--- src/sv/tcce_pkg.sv ---
// Package for the text console cell engine: character codes, field widths,
// register indexes, reset values and the sweep command struct.
// No dependencies; every other file of the block but tcce_ram uses it.
package tcce_pkg;

    // Default geometry of the cell store and tab spacing
    localparam int MAX_COLUMNS_DEF = 128;
    localparam int MAX_ROWS_DEF    = 64;
    localparam int TAB_STOP_DEF    = 4;

    // Field widths of the channels
    localparam int CHAR_W       = 8;
    localparam int READ_ROW_W   = 6;
    localparam int READ_COL_W   = 7;
    localparam int CURSOR_COL_W = 7;
    localparam int CURSOR_ROW_W = 6;

    // Configuration port
    localparam int CFG_DATA_W  = 8;
    localparam int CFG_INDEX_W = 1;
    localparam int COLS_CFG_W  = 8;
    localparam int ROWS_CFG_W  = 7;

    localparam logic [CFG_INDEX_W-1:0] REG_COLUMNS = 1'd0;
    localparam logic [CFG_INDEX_W-1:0] REG_ROWS    = 1'd1;

    localparam logic [COLS_CFG_W-1:0] COLS_RESET = 8'd80;
    localparam logic [ROWS_CFG_W-1:0] ROWS_RESET = 7'd25;

    // Command codes
    localparam logic CMD_WRITE = 1'b0;
    localparam logic CMD_READ  = 1'b1;

    // Control characters
    localparam logic [CHAR_W-1:0] CH_BS    = 8'h08;
    localparam logic [CHAR_W-1:0] CH_HT    = 8'h09;
    localparam logic [CHAR_W-1:0] CH_LF    = 8'h0A;
    localparam logic [CHAR_W-1:0] CH_VT    = 8'h0B;
    localparam logic [CHAR_W-1:0] CH_FF    = 8'h0C;
    localparam logic [CHAR_W-1:0] CH_CR    = 8'h0D;
    localparam logic [CHAR_W-1:0] CH_SPACE = 8'h20;
    localparam logic [CHAR_W-1:0] CH_DEL   = 8'h7F;

    // Sweep request from the command logic to the store walker
    typedef struct packed {
        logic clear;
        logic scroll;
    } t_walk_cmd;

endpackage

--- src/sv/tcce_walk.sv ---
// Store walker: clearing pass over the whole cell store, and the scroll
// (row copy one cell a cycle, then a fill of the bottom row with spaces).
// Depends on tcce_pkg.
module tcce_walk #(
    parameter int MAX_COLUMNS = tcce_pkg::MAX_COLUMNS_DEF,
    parameter int MAX_ROWS    = tcce_pkg::MAX_ROWS_DEF
) (
    input  logic                                          i_clk,
    input  logic                                          i_rst_n,
    input  tcce_pkg::t_walk_cmd                           i_cmd,
    input  logic [$clog2(MAX_COLUMNS)-1:0]                i_last_col,
    input  logic [$clog2(MAX_ROWS)-1:0]                   i_last_row,
    input  logic [tcce_pkg::CHAR_W-1:0]                   i_rdata,
    output logic                                          o_busy,
    output logic                                          o_we,
    output logic [$clog2(MAX_ROWS*MAX_COLUMNS)-1:0]       o_waddr,
    output logic [tcce_pkg::CHAR_W-1:0]                   o_wdata,
    output logic [$clog2(MAX_ROWS*MAX_COLUMNS)-1:0]       o_raddr
);

    localparam int COL_W  = $clog2(MAX_COLUMNS);
    localparam int ROW_W  = $clog2(MAX_ROWS);
    localparam int DEPTH  = MAX_ROWS * MAX_COLUMNS;
    localparam int ADDR_W = $clog2(DEPTH);

    localparam logic [1:0] PH_IDLE  = 2'd0;
    localparam logic [1:0] PH_CLEAR = 2'd1;
    localparam logic [1:0] PH_COPY  = 2'd2;
    localparam logic [1:0] PH_FILL  = 2'd3;

    logic [1:0]        r_phase;
    logic [ADDR_W-1:0] r_clr_addr;
    logic              r_wr_pend;
    logic [ADDR_W-1:0] r_wr_addr;
    logic [ADDR_W-1:0] r_base;
    logic [COL_W-1:0]  r_col;
    logic [ROW_W-1:0]  r_row;
    logic [COL_W-1:0]  r_last_col;
    logic [ROW_W-1:0]  r_last_row;

    // Sequence the sweeps
    always_ff @(posedge i_clk) begin
        if (!i_rst_n) begin
            r_phase    <= PH_CLEAR;
            r_clr_addr <= '0;
            r_wr_pend  <= 1'b0;
        end else begin
            // a copy read issued now is written back next cycle
            r_wr_pend <= (r_phase == PH_COPY);
            unique case (r_phase)
                PH_IDLE: begin
                    r_col      <= '0;
                    r_row      <= '0;
                    r_base     <= '0;
                    r_last_col <= i_last_col;
                    r_last_row <= i_last_row;
                    r_clr_addr <= '0;
                    if (i_cmd.clear) begin
                        r_phase <= PH_CLEAR;
                    end else if (i_cmd.scroll) begin
                        r_phase <= (i_last_row == '0) ? PH_FILL : PH_COPY;
                    end
                end
                PH_CLEAR: begin
                    if (r_clr_addr == ADDR_W'(DEPTH - 1)) begin
                        r_phase <= PH_IDLE;
                    end else begin
                        r_clr_addr <= r_clr_addr + 1'b1;
                    end
                end
                PH_COPY: begin
                    r_wr_addr <= r_base + ADDR_W'(r_col);
                    if (r_col == r_last_col) begin
                        r_col  <= '0;
                        r_row  <= r_row + 1'b1;
                        r_base <= r_base + ADDR_W'(MAX_COLUMNS);
                        if (r_row + 1'b1 == r_last_row) begin
                            r_phase <= PH_FILL;
                        end
                    end else begin
                        r_col <= r_col + 1'b1;
                    end
                end
                PH_FILL: begin
                    // hold while the last copy write drains
                    if (!r_wr_pend) begin
                        if (r_col == r_last_col) begin
                            r_phase <= PH_IDLE;
                        end else begin
                            r_col <= r_col + 1'b1;
                        end
                    end
                end
            endcase
        end
    end

    // Read one row below the row being written
    assign o_raddr = r_base + ADDR_W'(MAX_COLUMNS) + ADDR_W'(r_col);

    // Drive the write port
    always_comb begin
        o_we    = 1'b0;
        o_waddr = r_wr_addr;
        o_wdata = i_rdata;
        priority if (r_phase == PH_CLEAR) begin
            o_we    = 1'b1;
            o_waddr = r_clr_addr;
            o_wdata = '0;
        end else if (r_wr_pend) begin
            o_we    = 1'b1;
            o_waddr = r_wr_addr;
            o_wdata = i_rdata;
        end else if (r_phase == PH_FILL) begin
            o_we    = 1'b1;
            o_waddr = r_base + ADDR_W'(r_col);
            o_wdata = tcce_pkg::CH_SPACE;
        end else begin
            o_we    = 1'b0;
        end
    end

    assign o_busy = (r_phase != PH_IDLE) || r_wr_pend;

endmodule

--- config.mk ---
export PLATFORM = sky130hd
export DESIGN_NAME = tcce_walk
export DESIGN_NICKNAME = d
export VERILOG_FILES = /design/src/sv/tcce_pkg.sv /design/src/sv/tcce_walk.sv
export SDC_FILE = /design/constraint.sdc
export NUM_CORES = 1
export LEC_CHECK = 0
export BUFFER_PORTS_ARGS = -buffer_cell sky130_fd_sc_hd__buf_4
export CELL_PAD_IN_SITES_DETAIL_PLACEMENT = 0
export CELL_PAD_IN_SITES_GLOBAL_PLACEMENT = 2
export CORE_ASPECT_RATIO = 1.4
export CORE_UTILIZATION = 38
export DETAILED_ROUTE_END_ITERATION = 12
export GPL_TIMING_DRIVEN = 1
export MAX_ROUTING_LAYER = met4
export PLACE_DENSITY_LB_ADDON = 0.1
export SYNTH_ARGS = -nofsm -noshare
export SYNTH_HDL_FRONTEND = slang
export SYNTH_SLANG_ARGS = --single-unit
--- constraint.sdc ---
create_clock -name i_clk -period 5.1 [get_ports i_clk]
set_input_delay 0.51 -clock i_clk [delete_from_list [all_inputs] [get_ports i_clk]]
set_output_delay 0.51 -clock i_clk [all_outputs]
set_load 0.02 [all_outputs]
* Yosys cells after proc, flatten, opt, wreduce, memory -nomap -nowiden
Cells that the tools add are included.
** Storage, ports and cells
- Flip-flop bits (word level) :: 68
- Input port bits :: 25
- Logic and storage cells :: 70
** Cells by class
- Multiplexer cells :: 28
- Equal/unequal tests :: 14
- Reductions and logical operators :: 13
- $add $sub $neg :: 6
** Operators with widths (count)
- 13-bit 2-to-1 mux :: 5
- 13-bit one-hot mux with 2 select lines :: 2
- 13-bit by 7-bit adder with 13-bit output :: 2
- 8-bit 2-to-1 mux :: 3
- 7-bit 2-to-1 mux :: 3
- 7-bit one-hot mux with 3 select lines :: 1
- 2-bit 2-to-1 mux :: 7
- 13-bit by 1-bit adder with 13-bit output (second input constant) :: 1
- 13-bit by 8-bit adder with 13-bit output (second input constant) :: 1
- 13-bit == test (second input constant) :: 1
- 6-bit one-hot mux with 2 select lines :: 1
- 2-bit inequality test (second input constant) :: 5
- 2-bit one-hot mux with 4 select lines :: 1
- 7-bit by 1-bit adder with 7-bit output (second input constant) :: 1
- 7-bit == test :: 1
- 6-bit by 1-bit adder with 6-bit output (second input constant) :: 1
- 6-bit == test :: 1
- 6-bit zero test :: 1
- 6-bit 2-to-1 mux :: 1
- 2-bit AND reduction :: 3
- 6-bit AND reduction :: 1
- 2-bit nonzero test :: 3
- 2-bit == test (second input constant) :: 2
- 1-bit 2-to-1 mux :: 4
- 8 further kinds :: 9

* Longest topological paths before layout
Gate-level depths: netlist (run 1).
- Depth in word-level cells :: 5
- Mapped depth :: 6
- Mapped depth without buffers :: 6

* Worst setup path after synthesis (run 1)
Ideal clock, no wire load.
- Kind :: flip-flop to flip-flop
- From :: register r_col[2]
- To :: register r_base[10], enable pin
- Library setup time :: 400 ps
- Path buffers :: 0
- Stages on the path, launching flop included :: 5
- Setup slack :: 2439 ps
- Period minus slack after synthesis :: 2661 ps
- Arrival time :: 2261 ps
- Cell sequence :: edfxtp_1 -> xor2_1 -> nor4_1 -> nand2b_1 -> a211oi_1
** Between the ends
- Cells in the longest elaborated chain, start to end :: 3
** RTL lines
- from (decl) :: RTL line tcce_walk.sv:36 : logic [COL_W-1:0] r_col;
- from (signal assigned) :: RTL line tcce_walk.sv:81 : r_col <= r_col + 1'b1;
- from (signal assigned) :: RTL line tcce_walk.sv:90 : r_col <= r_col + 1'b1;
- 7-bit == test :: RTL line tcce_walk.sv:73 : if (r_col == r_last_col) begin
- 2-bit by 1-bit inequality test with 1-bit output (no line)
- 3-bit AND reduction (no line)
- to (signal assigned) :: RTL line tcce_walk.sv:76 : r_base <= r_base + ADDR_W'(MAX_COLUMNS);
- to (decl) :: RTL line tcce_walk.sv:35 : logic [ADDR_W-1:0] r_base;
Every way passes these cells.
A chain may end at the register's enable or synchronous reset.

* Worst setup path after layout (run 1)
- From :: register r_phase[1]
- To :: output o_waddr[7]
** Between the ends
- Cells in the longest elaborated chain, start to end :: 4
- Elaborated cells between the ends (all ways) :: 5
** RTL lines
- from (decl) :: RTL line tcce_walk.sv:31 : logic [1:0] r_phase;
- from (signal assigned) :: RTL line tcce_walk.sv:61 : r_phase <= (i_last_row == '0) ? PH_FILL : PH_COPY;
- 2-bit == test :: RTL line tcce_walk.sv:114 : end else if (r_phase == PH_FILL) begin
- 13-bit 2-to-1 mux :: RTL line tcce_walk.sv:114
- 13-bit 2-to-1 mux :: RTL line tcce_walk.sv:110 : end else if (r_wr_pend) begin
- 13-bit 2-to-1 mux * :: RTL line tcce_walk.sv:106 : priority if (r_phase == PH_CLEAR) begin
- to (decl) :: RTL line tcce_walk.sv:16 : output logic [$clog2(MAX_ROWS*MAX_COLUMNS)-1:0] o_waddr,
Mark *: on every way between the ends. The rest lies on a longest branch, timed or not.

==> flow_metrics.env, run 1 <==
export IMPL_outcome="complete, no violations"
export IMPL_critical_path_max_fanout=26
export IMPL_finalClockSkew_ns=0.00746
export IMPL_place_gp_congestion=0.764
export IMPL_placed_area_sq_um=3630
export IMPL_postCtsHoldBufs=0
export IMPL_port_buffers=60
export IMPL_globalRouteTotalUtil_pct=19.0
export IMPL_postCtsSetupRepairBufs=0
export IMPL_synth_edff_count=45
export IMPL_rsz0062_at_grt="no"
export IMPL_crit_required_ns=4.59
export IMPL_max_slew_margin_rel_pct=31.8
export IMPL_die_x_microns=78.3
export IMPL_syn_area_per_cell_sq_um=10.7
export IMPL_io_pins=61
export IMPL_routed_via_count=2453
export IMPL_synthFlopType="edfxtp_1"
export IMPL_hold_start="i_last_col[1]"
export IMPL_antenna_found_initial=0
export IMPL_drive_gt1_share_pct=23.3
export IMPL_synth_area_sq_um=3100
export IMPL_start_kind="flop"
export IMPL_fin_area_sq_um=3820
export IMPL_cts_tree="done"
export IMPL_cp_end_kind="output port"
export IMPL_dieArea_sq_um=8520
export IMPL_setup_viol=0
export IMPL_insertion_delay_ns=0.33
export IMPL_finalSetupTns_ns=0
export IMPL_synthArstFlopShare_pct=0
export IMPL_ys_seq_area_share_pct=54.0
export IMPL_grt_max_degree=30
export IMPL_ys_seq_elements=61
export IMPL_setup_slack_ns=2.03
export IMPL_fin_crit_ns=3.07
export IMPL_ys_types=49
export IMPL_drc=0
export IMPL_clock_fmax_mhz=325
export IMPL_viasPerCell=5.38
export IMPL_fillers=756
export IMPL_ff_latch_area_sq_um=1670
export IMPL_p_leak_nw=1.48
export IMPL_cts_made_buffers=9
export IMPL_slew_violations=0
export IMPL_nNetsFinal=380
export IMPL_area_growth_pct=23.2
export IMPL_dp_slack_ns=2.27
export IMPL_multi_input_area_sq_um=1320
export IMPL_ctsResizeCount=0
export IMPL_whs_ns=0.353
export IMPL_ys_warn_count=0
export IMPL_clk_pin_slew_ns=0.06
export IMPL_post_route_period_util_pct=60.3
export IMPL_min_to="r_last_col[1]"
export IMPL_cts_sinks=61
export IMPL_crit_type="flop to output port"
export IMPL_wl_per_cell_microns=16.2
export IMPL_netlist_instances=290
export IMPL_core_area_sq_um=7850
export IMPL_start_util_pct=39.5
export IMPL_finalHoldViolCount=0
export IMPL_rrSetupSlack_ns=2.33
export IMPL_grt_pass1_vias=2368
export IMPL_grt_pass1_wl_microns=11800
export IMPL_dp_hpwl_microns=5260
export IMPL_syn_nets=319
export IMPL_num_rows=38
export IMPL_tightestPinTransition_ns=1.02
export IMPL_grt_ovfl_total=0
export IMPL_postRouteWirelength_microns=7380
export IMPL_die_y_microns=109
export IMPL_r2r_start="r_phase[1]"
export IMPL_antenna_cells=0
export IMPL_hp_class="input port to flop"
export IMPL_regToRegEndpoint="r_wr_addr[8]"
export IMPL_finalPower_mw=0.958
export IMPL_drt_pass1_iterations=4
export IMPL_max_cap_violations=0
export IMPL_htreeDepth=3
export IMPL_hold_depth=1
export IMPL_cts_root_buf="clkbuf_8"
export IMPL_postRouteAntennaNets=0
export IMPL_ctsLongestPathBuffers=2
export IMPL_power_density_nw_per_um2=251
export IMPL_reg2reg_depth=2
export IMPL_drt_iter0_drc=122
export IMPL_cp_arrival_ns=2.56
export IMPL_peakVddDrop_mv=0.171
-- report_power, final --
| group | leakage [nW] | internal [mW] | total, mW | switching (mW) |
|---|---|---|---|---|
| combinational | 0.847 | 0.0196 | 0.0325 | 0.0128 |
| clock | 0.0937 | 0.216 | 0.394 | 0.177 |
| sequential | 0.540 | 0.529 | 0.532 | 0.00274 |
| total | 1.48 | 0.765 | 0.958 | 0.193 |
-- cell usage after synthesis (2+ instances only) --
| cell | count | share of area [%] |
|---|---|---|
| and3_1 | 8 | 1.6 |
| dfxtp_1 | 16 | 10 |
| clkbuf_1 | 10 | 1.2 |
| o21ai_1 | 6 | 0.97 |
| mux2_2 | 2 | 0.73 |
| o211ai_1 | 3 | 0.73 |
| a41o_1 | 2 | 0.65 |
| nor2b_1 | 15 | 3.0 |
| xnor2_1 | 14 | 4.0 |
| edfxtp_1 | 45 | 44 |
| or3_1 | 4 | 0.81 |
| nor3_1 | 3 | 0.48 |
| nand2b_1 | 2 | 0.40 |
| inv_1 | 13 | 1.6 |
| ha_1 | 4 | 1.6 |
| nand3_1 | 11 | 1.8 |
| xor2_1 | 15 | 4.2 |
| nor2_1 | 30 | 3.6 |
| nand4_1 | 4 | 0.81 |
| o22ai_1 | 26 | 5.3 |
| o21ai_0 | 2 | 0.32 |
| o211a_1 | 3 | 0.97 |
| a21oi_1 | 20 | 3.2 |
| nand2_1 | 7 | 0.85 |
-- critical path, stage by stage (launching register included) --
cell and delay, ns:
dfxtp_1 0.97, inv_2 0.16, nand2_1 0.46, o22ai_1 0.16, a21oi_1 0.27, buf_4 0.20
-- worst max path at each step --
stage / startpoint / endpoint / slack [ns] / depth (start not counted)
after floorplan: r_col[2] / r_base[10] / 2.44 / 4
after global placement: r_phase[1] / r_wr_addr[0] / 2.39 / 2
after detailed placement: r_phase[1] / r_wr_addr[2] / 2.27 / 2
after CTS: r_phase[0] / o_waddr[7] / 2.00 / 4
after global routing: r_phase[0] / o_waddr[7] / 1.76 / 4
final: r_phase[1] / o_waddr[7] / 2.03 / 5
-- cells by family after synthesis --
group           synth area share (%)
compound gates                  16.4
xor+xnor                        8.72
fa+ha+maj                       1.62
buf+inv                         3.43
flops                           54.0
mux                            0.727
simple gates                    15.1
-- metrics by stage --
step	utilization, %	instances
after CTS	48.6	456
after detailed placement	46.3	440
after global placement	46.3	440
after floorplan	-	290
after global routing	48.6	456
final	48.6	456
-- routing by layer --
metal  part of all wire (%)  up-vias  track usage, %
met3                    3.0        6            4.18
met2                     53       46            32.4
li1                       -     1198               -
met5                      0        -               -
met4                    1.0        0            7.80
met1                     43     1203            21.6
-- placed cells by master, fill, tap and decap left out, drive strengths merged, types with 3 or more instances in the layout --
cell type,instances
ha,4
buf,62
a21oi,20
nor2b,15
or3,4
o211ai,3
inv,14
o211a,3
o22ai,26
nand4,4
xnor2,14
edfxtp,45
dfxtp,16
nor3,3
xor2,16
and3,8
clkbuf,15
nor2,30
o21ai,8
nand3,12
nand2,7
-- sequential cells by signal, summed over array words and instances (netlist names) --
register / flops
r_clr_addr: 13
r_wr_addr: 13
r_col: 7
r_last_col: 7
r_base: 6
r_last_row: 6
r_row: 6
r_phase: 2
r_wr_pend: 1
-- layout make-up --
cell class	instances	share of cell area (%)
multi-input cells	203	34.6
clock buffers	15	4.62
well taps	100	3.28
flip-flops and latches	61	43.8
repair buffers	62	12.2
inverters	14	1.38
clock inverters	1	0.131
Note: power is estimated with default switching activity, not from simulation.
==> run 2, diff against run 1 <==
--- a/config.mk
+++ b/config.mk
@@ -9,7 +9,7 @@
 export CELL_PAD_IN_SITES_DETAIL_PLACEMENT = 0
 export CELL_PAD_IN_SITES_GLOBAL_PLACEMENT = 2
 export CORE_ASPECT_RATIO = 1.4
-export CORE_UTILIZATION = 38
+export CORE_UTILIZATION = 35
 export DETAILED_ROUTE_END_ITERATION = 12
 export GPL_TIMING_DRIVEN = 1
 export MAX_ROUTING_LAYER = met4
==> constraint.sdc (replaced) <==
create_clock -name i_clk -period 3.2 [get_ports i_clk]
set_input_delay 0.32 -clock i_clk [delete_from_list [all_inputs] [get_ports i_clk]]
set_output_delay 0.32 -clock i_clk [all_outputs]
set_load 0.02 [all_outputs]
==> run 2 against run 1 <==
- power up 99%
- first-iteration DRC count down 15%
- critical path depth unchanged
- worst setup slack worse by 1.2 ns
- register-to-register slack worse by 1.3 ns
- final area up 4.2%
- non-clock buffer count up 4
- sequential share of layout area down 1.8 points
- critical path type unchanged
- via count down 0.49%
- count of clock-buffer cells in the layout down 5
- clock power rose to 2.5 times the previous value
==> flow_metrics.env, run 2 (synthesis gave the netlist of run 1 again) <==
export IMPL_p_leak_nw=1.56
export IMPL_viasPerCell=5.25
export IMPL_port_buffers=60
export IMPL_path_buf_inv=2
export IMPL_ctsResizeCount=0
export IMPL_drc=0
export IMPL_place_gp_congestion=0.718
export IMPL_final_cell_mix="buf_4 (66), edfxtp_1 (45), nor2_1 (30)"
export IMPL_max_slew_margin_rel_pct=24.1
export IMPL_fin_area_sq_um=3980
export IMPL_dp_hpwl_microns=5430
export IMPL_fillers=840
export IMPL_drive_gt1_share_pct=24.2
export IMPL_tightestPinTransition_ns=1.13
export IMPL_grt_ovfl_total=0
export IMPL_path_delay_family="flip-flops"
export IMPL_pwr_share_seq_pct=44.6
export IMPL_area_growth_pct=28.4
export IMPL_intPower_mw=1.55
export IMPL_clock_fmax_mhz=415
export IMPL_postCtsSetupRepairBufs=0
export IMPL_slowest_delay_ns=0.64
export IMPL_swShare_pct=18.6
export IMPL_drt_iter0_drc=104
export IMPL_placed_area_sq_um=3670
export IMPL_finalClockSkew_ns=0.00352
export IMPL_crit_type="flop to output port"
export IMPL_worstPathCellList="inv_2 -> nand2_1 -> o22ai_1 -> a21oi_1 -> buf_4"
export IMPL_postCtsHoldBufs=0
export IMPL_finalPower_mw=1.90
export IMPL_cts_tree="done"
export IMPL_finalHoldViolCount=0
export IMPL_reg_top3="r_clr_addr x13, r_wr_addr x13"
export IMPL_outcome="complete, no violations"
export IMPL_power_density_nw_per_um2=479
export IMPL_insertion_delay_ns=0.32
export IMPL_clk_pin_slew_ns=0.05
export IMPL_ctsLongestPathBuffers=2
export IMPL_io_pins=61
export IMPL_antenna_found_initial=0
export IMPL_pwr_share_clk_pct=52.6
export IMPL_grt_pass1_vias=2350
export IMPL_post_route_period_util_pct=75.4
export IMPL_routed_via_count=2441
export IMPL_crit_required_ns=2.88
export IMPL_globalRouteTotalUtil_pct=18.2
export IMPL_cp_end_kind="output port"
export IMPL_finalSetupTns_ns=0
export IMPL_start_util_pct=36.0
export IMPL_grt_max_degree=18
export IMPL_max_cap_violations=0
export IMPL_fin_crit_ns=2.41
export IMPL_cp_arrival_ns=2.09
export IMPL_antenna_cells=0
export IMPL_wl_per_cell_microns=16.1
export IMPL_switching_power_mw=0.355
export IMPL_grt_pass1_wl_microns=12100
export IMPL_cts_made_buffers=9
export IMPL_die_x_microns=81.5
export IMPL_core_area_sq_um=8610
export IMPL_die_y_microns=113
export IMPL_dieArea_sq_um=9240
export IMPL_critical_path_max_fanout=15
export IMPL_nNetsFinal=384
export IMPL_cpMaxStageDelayCell="dfxtp_1"
export IMPL_cts_root_buf="clkbuf_16"
export IMPL_hp_class="input port to flop"
export IMPL_num_rows=40
export IMPL_comb_power_share_pct=2.8
export IMPL_setup_viol=0
export IMPL_htreeDepth=3
export IMPL_slew_violations=0
export IMPL_peakVddDrop_mv=0.359
export IMPL_drt_pass1_iterations=4
export IMPL_rsz0062_at_grt="no"
export IMPL_start_kind="flop"
export IMPL_final_common_cell="buf_4"
export IMPL_cts_sinks=61
export IMPL_postRouteAntennaNets=0
export IMPL_postRouteWirelength_microns=7510
==> run 2: changes by cell type in the layout (fill, tap and decap cells not counted), sizes merged <==
| cell | previous run | this run |
|---|---|---|
| clkinv | 1 | 4 |
| clkbuf | 15 | 10 |
| buf | 62 | 66 |
| bufinv | 0 | 2 |
==> run 2: per-stage QoR <==
step | hold slack (ns) | instances | setup WS [ns] | util, %
after detailed placement | 0.499 | 449 | 1.03 | 42.6
after CTS | 0.158 | 465 | 0.754 | 46.2
after global placement | 0.498 | 449 | 1.08 | 42.6
final | 0.169 | 465 | 0.788 | 46.2
after global routing | 0.158 | 465 | 0.603 | 46.2
after floorplan | 0.419 | 290 | 0.539 | -
==> run 2: worst register-to-register path: stages (launching register included) <==
cell,delay [ns]
edfxtp_1,0.50
xor2_1,0.19
nor4_1,0.42
nand2b_1,0.20
a211oi_1,0.27
buf_4,0.25
==> run 2: worst paths after layout <==
kind                 startpoint            end  cells past startpoint  slack, ns
setup / recovery     r_phase[1]    o_waddr[11]                      5       0.79
hold reg to reg      r_base[12]  r_wr_addr[12]                      0       0.52
hold / removal    i_last_col[2]  r_last_col[2]                      1       0.17
setup reg to reg       r_col[3]       r_row[5]                      5       1.06
==> run 2: power groups by stage <==
stage	combinational (mW)	sequential (mW)	clock [mW]
floorplan	0.0198	0.863	0
global placement	0.0526	0.864	0
detailed placement	0.0530	0.865	0
CTS	0.0534	0.848	1.02
global route	0.0571	0.849	1.06
finish	0.0525	0.849	1.00
==> run 2: final cells by class <==
cell class | count | area, sq um | share of cell area [%]
flip-flops and latches | 61 | 1670 | 42.0
multi-input cells | 203 | 1320 | 33.2
repair buffers | 66 | 495 | 12.5
clock buffers | 10 | 229 | 5.76
well taps | 105 | 131 | 3.30
clock inverters | 6 | 77.6 | 1.95
inverters | 14 | 52.6 | 1.32
==> run 2: metal layers <==
| layer | share of wire (%) | up-vias | global-route usage (%) |
|---|---|---|---|
| met3 | 3.5 | 9 | 4.60 |
| met4 | 1.5 | 0 | 6.07 |
| met2 | 51 | 52 | 28.8 |
| met1 | 44 | 1164 | 22.5 |
| met5 | 0 | - | - |
| li1 | - | 1216 | - |
